[src/sv/lcg_pkg.sv]
// Package for the LCG block: widths, item types and the divider handshake structs.
// No dependencies; every other file of the block imports it.
package lcg_pkg;

	// value width and modulus width (the modulus may reach 2^VAL_W)
	localparam int VAL_W = 32;
	localparam int MOD_W = VAL_W + 1;
	// trial divisor width: p never exceeds sqrt(2^MOD_W) + 1
	localparam int P_W = (MOD_W + 1) / 2 + 1;
	// divider step counter width
	localparam int DIV_CNT_W = $clog2(MOD_W + 1);

	localparam logic [VAL_W-1:0] MAX_VALUE_RST = VAL_W'(255);

	localparam logic KIND_RESTART = 1'b0;
	localparam logic KIND_NEXT    = 1'b1;

	typedef struct packed {
		logic             kind;
		logic [VAL_W-1:0] seed;
	} in_item_t;

	typedef struct packed {
		logic [VAL_W-1:0] value;
		logic [VAL_W-1:0] multiplier;
		logic             full_period;
	} out_item_t;

	typedef struct packed {
		logic             start;
		logic [MOD_W-1:0] num;
		logic [MOD_W-1:0] den;
	} div_req_t;

	typedef struct packed {
		logic             done;
		logic [MOD_W-1:0] quo;
		logic [MOD_W-1:0] rem;
	} div_rsp_t;

endpackage

[src/sv/lcg_div.sv]
// Restoring divider, one quotient bit per cycle, giving an MOD_W-bit quotient and remainder.
// Depends on lcg_pkg for widths and the request/response structs.
module lcg_div (
	input  logic              clk,
	input  logic              arst_n,
	input  lcg_pkg::div_req_t req,
	output lcg_pkg::div_rsp_t rsp
);
	import lcg_pkg::*;

	logic                 busy_q;
	logic                 done_q;
	logic [DIV_CNT_W-1:0] cnt_q;
	logic [MOD_W-1:0]     quo_q;
	logic [MOD_W-1:0]     rem_q;
	logic [MOD_W-1:0]     den_q;

	logic [MOD_W:0] rem_sh;
	logic [MOD_W:0] diff;
	logic           ge;

	assign rem_sh = {rem_q, quo_q[MOD_W-1]};
	assign diff   = rem_sh - {1'b0, den_q};
	assign ge     = (rem_sh >= {1'b0, den_q});

	always_ff @(posedge clk or negedge arst_n) begin
		if (!arst_n) begin
			busy_q <= 1'b0;
			done_q <= 1'b0;
			cnt_q  <= '0;
		end else begin
			done_q <= 1'b0;
			if (req.start) begin
				busy_q <= 1'b1;
				cnt_q  <= '0;
			end else if (busy_q) begin
				cnt_q <= cnt_q + DIV_CNT_W'(1);
				if (cnt_q == DIV_CNT_W'(MOD_W - 1)) begin
					busy_q <= 1'b0;
					done_q <= 1'b1;
				end
			end
		end
	end

	// datapath: shift in one numerator bit, subtract when it fits
	always_ff @(posedge clk) begin
		if (req.start) begin
			quo_q <= req.num;
			rem_q <= '0;
			den_q <= req.den;
		end else if (busy_q) begin
			quo_q <= {quo_q[MOD_W-2:0], ge};
			rem_q <= ge ? diff[MOD_W-1:0] : rem_sh[MOD_W-1:0];
		end
	end

	assign rsp.done = done_q;
	assign rsp.quo  = quo_q;
	assign rsp.rem  = rem_q;

endmodule

[src/sv/lcg_with_hull_dobell_params.sv]
// Top level of the LCG with Hull-Dobell multiplier derivation: sequencer and datapath.
// Depends on lcg_pkg and instantiates lcg_div, the shared divider.
//
// Usage
//   Input channel in_valid/in_stall/in_item: kind selects restart (load seed, derive
//   the multiplier for m = max_value + 1) or next (x = (a*x + 1) mod m).
//   Output channel out_valid/out_stall/out_item: one item per input item, carrying
//   the new value, the multiplier in use and the full-period flag.
//   cfg_we/cfg_data write max_value; write it only while the block is idle.
// Sequencing
//   One item at a time; in_stall is high from acceptance until the result is loaded.
//   Next item: a divider reduction when x is not below m, then a shift-add modular
//   multiply, one step per significant multiplier bit, then the increment is added
//   and the output is loaded. Restart: trial division by p = 2, 3, ... up to sqrt(m),
//   each step one divider pass plus a short shift-add multiply per prime found; a gcd
//   search follows when the Hull-Dobell multiplier does not fit below m and m > 2.
// Reset: value 0, multiplier 1, full_period 0, max_value 255, no item pending.
// Stall: a finished item waits in the output register; the block still accepts a
//   new item, but holds its next result until the register is free.
module lcg_with_hull_dobell_params (
	input  logic                    clk,
	input  logic                    arst_n,
	input  logic                    cfg_we,
	input  logic [lcg_pkg::VAL_W-1:0] cfg_data,
	input  logic                    in_valid,
	output logic                    in_stall,
	input  lcg_pkg::in_item_t       in_item,
	output logic                    out_valid,
	input  logic                    out_stall,
	output lcg_pkg::out_item_t      out_item
);
	import lcg_pkg::*;

	typedef enum logic [6:0] {
		S_IDLE = 7'b0000001,
		S_XRED = 7'b0000010,
		S_MUL  = 7'b0000100,
		S_TDIV = 7'b0001000,
		S_RAD  = 7'b0010000,
		S_GCD  = 7'b0100000,
		S_DONE = 7'b1000000
	} state_t;

	state_t state_q;

	// architectural state
	logic [VAL_W-1:0] max_q;
	logic [VAL_W-1:0] cur_q;
	logic [VAL_W-1:0] mult_q;
	logic             fp_q;

	// derivation registers
	logic [MOD_W-1:0] rest_q;
	logic [MOD_W-1:0] rad_q;
	logic [P_W-1:0]   p_q;
	logic             strip_q;  // dividing out a prime already found
	logic             fin_q;    // multiply is the final rad * rest
	logic [MOD_W-1:0] ga_q;     // fallback candidate
	logic [MOD_W-1:0] gy_q;     // Euclid divisor

	// shift-add multiply
	logic [MOD_W-1:0] acc_q;
	logic [MOD_W-1:0] mc_q;
	logic [MOD_W-1:0] mp_q;
	logic             mmod_q;   // reduce modulo m (next item) or plain product

	// divider request
	logic             div_go_q;
	logic [MOD_W-1:0] div_num_q;
	logic [MOD_W-1:0] div_den_q;
	div_req_t         div_req;
	div_rsp_t         div_rsp;

	// output register
	logic      out_valid_q;
	out_item_t out_q;

	// combinational helpers
	logic [MOD_W-1:0] mod_w;
	logic [MOD_W:0]   sum_acc;
	logic [MOD_W:0]   sum_mc;
	logic [MOD_W:0]   sum_fin;
	logic [MOD_W-1:0] acc_nx;
	logic [MOD_W-1:0] mc_nx;
	logic [MOD_W-1:0] fin_nx;
	logic [MOD_W:0]   radx;
	logic [MOD_W:0]   radp1;
	logic [P_W-1:0]   p_inc;
	logic [MOD_W-1:0] ga_inc;
	logic             accept;
	logic             out_free;

	assign mod_w    = {1'b0, max_q} + MOD_W'(1);
	assign accept   = in_valid && !in_stall;
	assign out_free = !out_valid_q || !out_stall;
	assign p_inc    = p_q + P_W'(1);
	assign ga_inc   = ga_q + MOD_W'(1);

	// one shift-add step: conditional add of mc into acc, double mc (mod m when mmod_q); also acc + 1 mod m
	always_comb begin
		sum_acc = {1'b0, acc_q} + {1'b0, mc_q};
		sum_mc  = {mc_q, 1'b0};
		sum_fin = {1'b0, acc_q} + (MOD_W + 1)'(1);
		acc_nx  = acc_q;
		if (mp_q[0]) begin
			if (mmod_q && (sum_acc >= {1'b0, mod_w})) begin
				acc_nx = sum_acc[MOD_W-1:0] - mod_w;
			end else begin
				acc_nx = sum_acc[MOD_W-1:0];
			end
		end
		if (mmod_q && (sum_mc >= {1'b0, mod_w})) begin
			mc_nx = sum_mc[MOD_W-1:0] - mod_w;
		end else begin
			mc_nx = sum_mc[MOD_W-1:0];
		end
		if (sum_fin >= {1'b0, mod_w}) begin
			fin_nx = sum_fin[MOD_W-1:0] - mod_w;
		end else begin
			fin_nx = sum_fin[MOD_W-1:0];
		end
	end

	// radical of m, doubled when 4 divides m
	assign radx  = (mod_w[1:0] == 2'b00) ? {rad_q, 1'b0} : {1'b0, rad_q};
	assign radp1 = radx + (MOD_W + 1)'(1);

	assign div_req.start = div_go_q;
	assign div_req.num   = div_num_q;
	assign div_req.den   = div_den_q;

	lcg_div u_div (
		.clk    (clk),
		.arst_n (arst_n),
		.req    (div_req),
		.rsp    (div_rsp)
	);

	// config register
	always_ff @(posedge clk or negedge arst_n) begin
		if (!arst_n) begin
			max_q <= MAX_VALUE_RST;
		end else if (cfg_we) begin
			max_q <= cfg_data;
		end
	end

	// sequencer and control state
	always_ff @(posedge clk or negedge arst_n) begin
		if (!arst_n) begin
			state_q     <= S_IDLE;
			cur_q       <= '0;
			mult_q      <= VAL_W'(1);
			fp_q        <= 1'b0;
			div_go_q    <= 1'b0;
			out_valid_q <= 1'b0;
			strip_q     <= 1'b0;
			fin_q       <= 1'b0;
			mmod_q      <= 1'b0;
		end else begin
			div_go_q <= 1'b0;
			// drop the output item once it is taken
			if (out_valid_q && !out_stall) begin
				out_valid_q <= 1'b0;
			end
			unique case (state_q)
				S_IDLE: begin
					if (accept) begin
						if (in_item.kind == KIND_RESTART) begin
							cur_q     <= in_item.seed;
							rest_q    <= mod_w;
							rad_q     <= MOD_W'(1);
							p_q       <= P_W'(2);
							strip_q   <= 1'b0;
							div_go_q  <= 1'b1;
							div_num_q <= mod_w;
							div_den_q <= MOD_W'(2);
							state_q   <= S_TDIV;
						end else if ({1'b0, cur_q} >= mod_w) begin
							// reduce x below m first
							div_go_q  <= 1'b1;
							div_num_q <= {1'b0, cur_q};
							div_den_q <= mod_w;
							state_q   <= S_XRED;
						end else begin
							acc_q   <= '0;
							mc_q    <= {1'b0, cur_q};
							mp_q    <= {1'b0, mult_q};
							mmod_q  <= 1'b1;
							state_q <= S_MUL;
						end
					end
				end
				S_XRED: begin
					if (div_rsp.done) begin
						acc_q   <= '0;
						mc_q    <= div_rsp.rem;
						mp_q    <= {1'b0, mult_q};
						mmod_q  <= 1'b1;
						state_q <= S_MUL;
					end
				end
				S_MUL: begin
					if (mp_q == '0) begin
						if (mmod_q) begin
							// add the increment and finish the next item
							cur_q   <= fin_nx[VAL_W-1:0];
							state_q <= S_DONE;
						end else begin
							rad_q <= acc_q;
							if (fin_q) begin
								state_q <= S_RAD;
							end else begin
								// strip the prime p out of rest
								strip_q   <= 1'b1;
								div_go_q  <= 1'b1;
								div_num_q <= rest_q;
								div_den_q <= MOD_W'(p_q);
								state_q   <= S_TDIV;
							end
						end
					end else begin
						acc_q <= acc_nx;
						mc_q  <= mc_nx;
						mp_q  <= {1'b0, mp_q[MOD_W-1:1]};
					end
				end
				S_TDIV: begin
					if (div_rsp.done) begin
						priority if (strip_q) begin
							if (div_rsp.rem == '0) begin
								rest_q    <= div_rsp.quo;
								div_go_q  <= 1'b1;
								div_num_q <= div_rsp.quo;
								div_den_q <= MOD_W'(p_q);
							end else begin
								strip_q   <= 1'b0;
								p_q       <= p_inc;
								div_go_q  <= 1'b1;
								div_num_q <= rest_q;
								div_den_q <= MOD_W'(p_inc);
							end
						end else if (MOD_W'(p_q) > div_rsp.quo) begin
							// p past sqrt(rest): what is left is prime or one
							if (rest_q > MOD_W'(1)) begin
								acc_q   <= '0;
								mc_q    <= rad_q;
								mp_q    <= rest_q;
								mmod_q  <= 1'b0;
								fin_q   <= 1'b1;
								state_q <= S_MUL;
							end else begin
								state_q <= S_RAD;
							end
						end else if (div_rsp.rem == '0) begin
							rest_q  <= div_rsp.quo;
							acc_q   <= '0;
							mc_q    <= rad_q;
							mp_q    <= MOD_W'(p_q);
							mmod_q  <= 1'b0;
							fin_q   <= 1'b0;
							state_q <= S_MUL;
						end else begin
							p_q       <= p_inc;
							div_go_q  <= 1'b1;
							div_num_q <= rest_q;
							div_den_q <= MOD_W'(p_inc);
						end
					end
				end
				S_RAD: begin
					if (radp1 < {1'b0, mod_w}) begin
						mult_q  <= radp1[VAL_W-1:0];
						fp_q    <= 1'b1;
						state_q <= S_DONE;
					end else begin
						fp_q <= 1'b0;
						if (mod_w > MOD_W'(2)) begin
							// search the smallest a >= 2 coprime with m
							ga_q      <= MOD_W'(2);
							gy_q      <= MOD_W'(2);
							div_go_q  <= 1'b1;
							div_num_q <= mod_w;
							div_den_q <= MOD_W'(2);
							state_q   <= S_GCD;
						end else begin
							mult_q  <= VAL_W'(1);
							state_q <= S_DONE;
						end
					end
				end
				S_GCD: begin
					if (div_rsp.done) begin
						if (div_rsp.rem != '0) begin
							// advance Euclid
							gy_q      <= div_rsp.rem;
							div_go_q  <= 1'b1;
							div_num_q <= gy_q;
							div_den_q <= div_rsp.rem;
						end else if (gy_q == MOD_W'(1)) begin
							mult_q  <= ga_q[VAL_W-1:0];
							state_q <= S_DONE;
						end else if (ga_inc < mod_w) begin
							ga_q      <= ga_inc;
							gy_q      <= ga_inc;
							div_go_q  <= 1'b1;
							div_num_q <= mod_w;
							div_den_q <= ga_inc;
						end else begin
							mult_q  <= VAL_W'(1);
							state_q <= S_DONE;
						end
					end
				end
				S_DONE: begin
					// hold until the output register is free
					if (out_free) begin
						out_valid_q <= 1'b1;
						state_q     <= S_IDLE;
					end
				end
				default: begin
					state_q <= S_IDLE;
				end
			endcase
		end
	end

	// output payload
	always_ff @(posedge clk) begin
		if ((state_q == S_DONE) && out_free) begin
			out_q.value       <= cur_q;
			out_q.multiplier  <= mult_q;
			out_q.full_period <= fp_q;
		end
	end

	assign in_stall  = (state_q != S_IDLE);
	assign out_valid = out_valid_q;
	assign out_item  = out_q;

endmodule

[config.mk]
export PLATFORM = sky130hd
export DESIGN_NAME = lcg_with_hull_dobell_params
export DESIGN_NICKNAME = d
export VERILOG_FILES = /design/src/sv/lcg_pkg.sv /design/src/sv/lcg_div.sv /design/src/sv/lcg_with_hull_dobell_params.sv
export SDC_FILE = /design/constraint.sdc
export NUM_CORES = 2
export LEC_CHECK = 0
export BUFFER_PORTS_ARGS = -buffer_cell sky130_fd_sc_hd__buf_4
export CAP_MARGIN = 5
export CORE_UTILIZATION = 50
export CTS_BUF_LIST = sky130_fd_sc_hd__clkbuf_8
export CTS_CLUSTER_DIAMETER = 60
export CTS_CLUSTER_SIZE = 8
export DETAILED_ROUTE_END_ITERATION = 8
export GPL_TIMING_DRIVEN = 0
export PLACE_DENSITY = 0.7
export REMOVE_ABC_BUFFERS = 1
export SYNTH_ARGS = -nofsm -noshare
export SYNTH_HDL_FRONTEND = slang
export SYNTH_SLANG_ARGS = --single-unit
[constraint.sdc]
create_clock -name clk -period 16.1 [get_ports clk]
set_input_delay 3.22 -clock clk [delete_from_list [all_inputs] [get_ports clk]]
set_output_delay 3.22 -clock clk [all_outputs]
set_load 0.02 [all_outputs]
==> metrics.md <==
| Metric | Value |
|---|---|
| Outcome | complete, but fails checks |
| Failing checks | max-capacitance violations |
| Vias per inst | approximately 6.4 |
| Clk pin slew, worst setup/hold paths | ~0.070 ns |
| Pin count of the biggest net entering global routing | slightly above 70 |
| Area Overhead vs Synth | 11.5% |
| First DRT Iteration DRCs | 4128 |
| Setup Fix Bufs, Post-CTS | 0 |
| Die Height | 287 µm |
| TritonRoute pass-1 iters | 7 |
| Global route total overflow | 0 |
| Static Leak | roughly 18 nW |
| R2R depth | 25 |
| Pwr/cell area | 178 nW/µm² |
| Die Area | 82300 µm² |
| YS warnings | 0 |
| Hold_buf cts | 0 |
| CP Class | flip-flop to flip-flop |
| Post-Syn Area | around 40000 µm² |
| HPWL Detailed | 105000 µm |
| Max-slew violation count | 0 |
| H-tree depth | 3 |
| CP Data Arrival Time | between 9 and 10 ns |
| Reg2reg end | div_num_q[2]$_DFFE_PP_ |
| Asr flop ratio synth | between 10% and 20% |
| DR WL/cell | 24.8 µm |
| Dominant synthesized flop cell | edfxtp_1 |
| Worst Tran Pin Value | 1.46 ns |
| Worst-skew pair later-pin latency | 0.74 ns |
| Post-synth EDFFs | about 450 |
| Hold WS | 0.410 ns |
| Layout Skew | 0.0358 ns |
| RSZ-0062 raised after global routing | false |
| Final hold violation count | 0 |
| Resized Gates After CTS | 0 |
| CTS sink count | about 600 |
| Placed inst area | 43400 µm² |
| CTS Root Cell | clkbuf_8 |
| Fin crit share | a little under three fifths |
| CP max FO | 20 |
| Max reg flops | 65 |
| Starting density of the core | 50.5% |
| Hold path start | div_den_q[24]$_DFFE_PP_ |
| Nets | 4653 |
| Register area share after synthesis | 41.9% |
| Worst hold path endpoint | u_div.den_q[24]$_DFFE_PP_ |
| Yosys cell types | 111 |
| Worst vdd ir | 0.0996 mV |
| Maximum clock path buffer count | 3 |
| Cell area after layout | 45300 µm² |
| Final worst slack | 7.11 ns |
| Core area | around 80000 µm² |
| I/O pins | 137 |
| DRC viols | 0 |
| CTS tree | done |
| Yosys reg bits | 596 |
| Final wirelength | 135000 µm |
| Vias in the first global route | between 30000 and 40000 |
| I/O Buffers | 136 |
| Max transition margin | between 1 and 1.5% |
| DIE WIDTH | 287 µm |
| First-pass GRT wire length | 201000 µm |
| Hold Crit Class | flip-flop to flip-flop |
| Synth Instances | 4170 |
| Initial antenna violation count | 2 |
| Commonest non-fill, non-tap cell in the layout | edfxtp_1 |
| CTS buffer count | 90 |
| Crit Reg-Reg Startpoint | max_q[0]$_DFFE_PN1P_ |
| Setup WS pre-CTS | roughly 7.4 ns |
| Mean post-synth cell area | about 9.7 µm² |
| Critical path capture point type | flip-flop |
| Core Rows | about 100 |
| Flop-to-flop setup slack | 7.11 ns |
| Vias | 34800 |
| Post-route ant nets | 0 |
| Hold Crit Depth | 0 |
| GPL Wtd Cong | 1.02 |
| Final setup vio count | 0 |
| Commonest cells after routing, fill and taps aside | edfxtp_1 (446), nand2_1 (349), nor2_1 (338), a21oi_1 (306), ha_1 (275) |
| CP required | ~17 ns |
| Layout cells sized above 1 | between 10% and 20% |
| Fmax achieved | ~110 MHz |
| All-Layer GR Usage | 32.3% |
| Max-cap violations | 1 |
| Final min period | 8.99 ns |
| Setup crit start kind | flip-flop |
[synth_stat cells (20+ instances only)]
library cell,count,area share (%)
o211ai_1,30,0.55
a21o_1,92,1.7
nand2_1,350,3.2
a22o_1,35,0.76
nand2b_1,34,0.52
o21ai_1,27,0.33
dfrtp_1,107,6.6
buf_2,22,0.27
nand4_1,78,1.2
a22oi_1,68,1.3
o22ai_1,26,0.40
mux2i_1,160,3.9
a211oi_1,39,0.72
clkbuf_1,138,1.3
a31oi_1,28,0.43
xnor2_1,168,3.6
a21oi_1,311,3.8
and3_1,51,0.79
xor2_1,110,2.4
o21ai_0,271,3.3
o21a_1,36,0.67
or3_1,30,0.46
and2_1,72,1.1
dfxtp_1,33,1.6
mux2_2,51,1.4
nand3_1,78,0.96
ha_1,276,8.5
nor4_1,46,0.71
inv_1,138,1.3
o21bai_1,20,0.37
nor3_1,67,0.83
nor2_1,342,3.2
o221ai_1,47,1.0
nor2b_1,46,0.71
edfxtp_1,446,33
a222oi_1,31,0.76
[worst max-delay path: stages, from the launching register on]
cell	delay, ns
dfstp_2	0.81
ha_1	0.96
inv_1	0.53
nor2_1	0.72
o221ai_1	0.34
nor2_1	0.36
and3_1	0.30
nand2_1	0.25
nor2_1	0.37
and2_0	0.33
nand3_1	0.13
xor2_1	0.14
o22ai_1	0.13
ha_1	0.32
nor2b_1	0.13
o21ai_0	0.08
nand2b_1	0.09
a221o_1	0.32
o21ai_0	0.22
o21ai_1	0.44
nand2_1	0.20
a21o_1	0.26
nor3b_2	0.58
buf_6	0.23
buf_6	0.18
buf_6	0.20
[area by class of cell]
type                    count  area, µm²
inverters                 143        539
diodes                      1       2.50
clock buffers              94       1290
repair buffers            231       2270
well taps                1060       1330
multi-input cells        3241      22400
fillers                  7190      35200
flip-flops and latches    596      17000
clock inverters            76        407
[stage by stage]
stage	instances	total power, mW	util, %	setup TNS [ns]
5_1_grt	5442	8.56	56.3	0
2_1_floorplan	3980	5.48	-	-1368.45
4_1_cts	5430	7.97	56.1	0
6_report	5442	8.06	56.3	0
3_5_place_dp	5260	6.73	54.0	0
3_3_place_gp	5176	6.69	52.4	-6796.52
[power by group]
part           switching, mW  internal, mW  total, mW
combinational           2.45          1.71       4.16
clock                  0.652         0.579       1.23
sequential             0.520          2.15       2.67
total                   3.62          4.43       8.06
[cells by family after synthesis]
| group | after synthesis | synth area share, % |
|---|---|---|
| multiplexers | 212 | 5.39 |
| adder cells (fa/ha/maj) | 285 | 8.83 |
| AND/OR/NAND/NOR | 1270 | 15.3 |
| flip-flops | 596 | 41.9 |
| buffers and inverters | 333 | 3.36 |
| AO/OA/AOI/OAI | 1194 | 19.1 |
| XOR/XNOR | 280 | 6.12 |
[worst max-delay path by stage]
stage                           start                     end  slack, ns
4_1_cts          max_q[0]$_DFFE_PN1P_  div_num_q[3]$_DFFE_PP_       7.39
6_report         max_q[0]$_DFFE_PN1P_  div_num_q[2]$_DFFE_PP_       7.11
3_5_place_dp     max_q[0]$_DFFE_PN1P_  div_num_q[1]$_DFFE_PP_       7.39
5_1_grt          max_q[0]$_DFFE_PN1P_  mult_q[15]$_DFFE_PN0P_       6.75
2_1_floorplan  state_q[1]$_DFFE_PN0P_       mc_q[0]$_DFFE_PP_     -13.93
3_3_place_gp   state_q[1]$_DFFE_PN0P_       mc_q[0]$_DFFE_PP_     -57.75
[metal layers]
metal  track usage [%]  part of all wire [%]
met5                 0                 0.012
met4              13.1                   4.1
met3              6.38                   9.6
met2              51.7                    46
met1              42.8                    41
(Power assumes the default switching activity.)
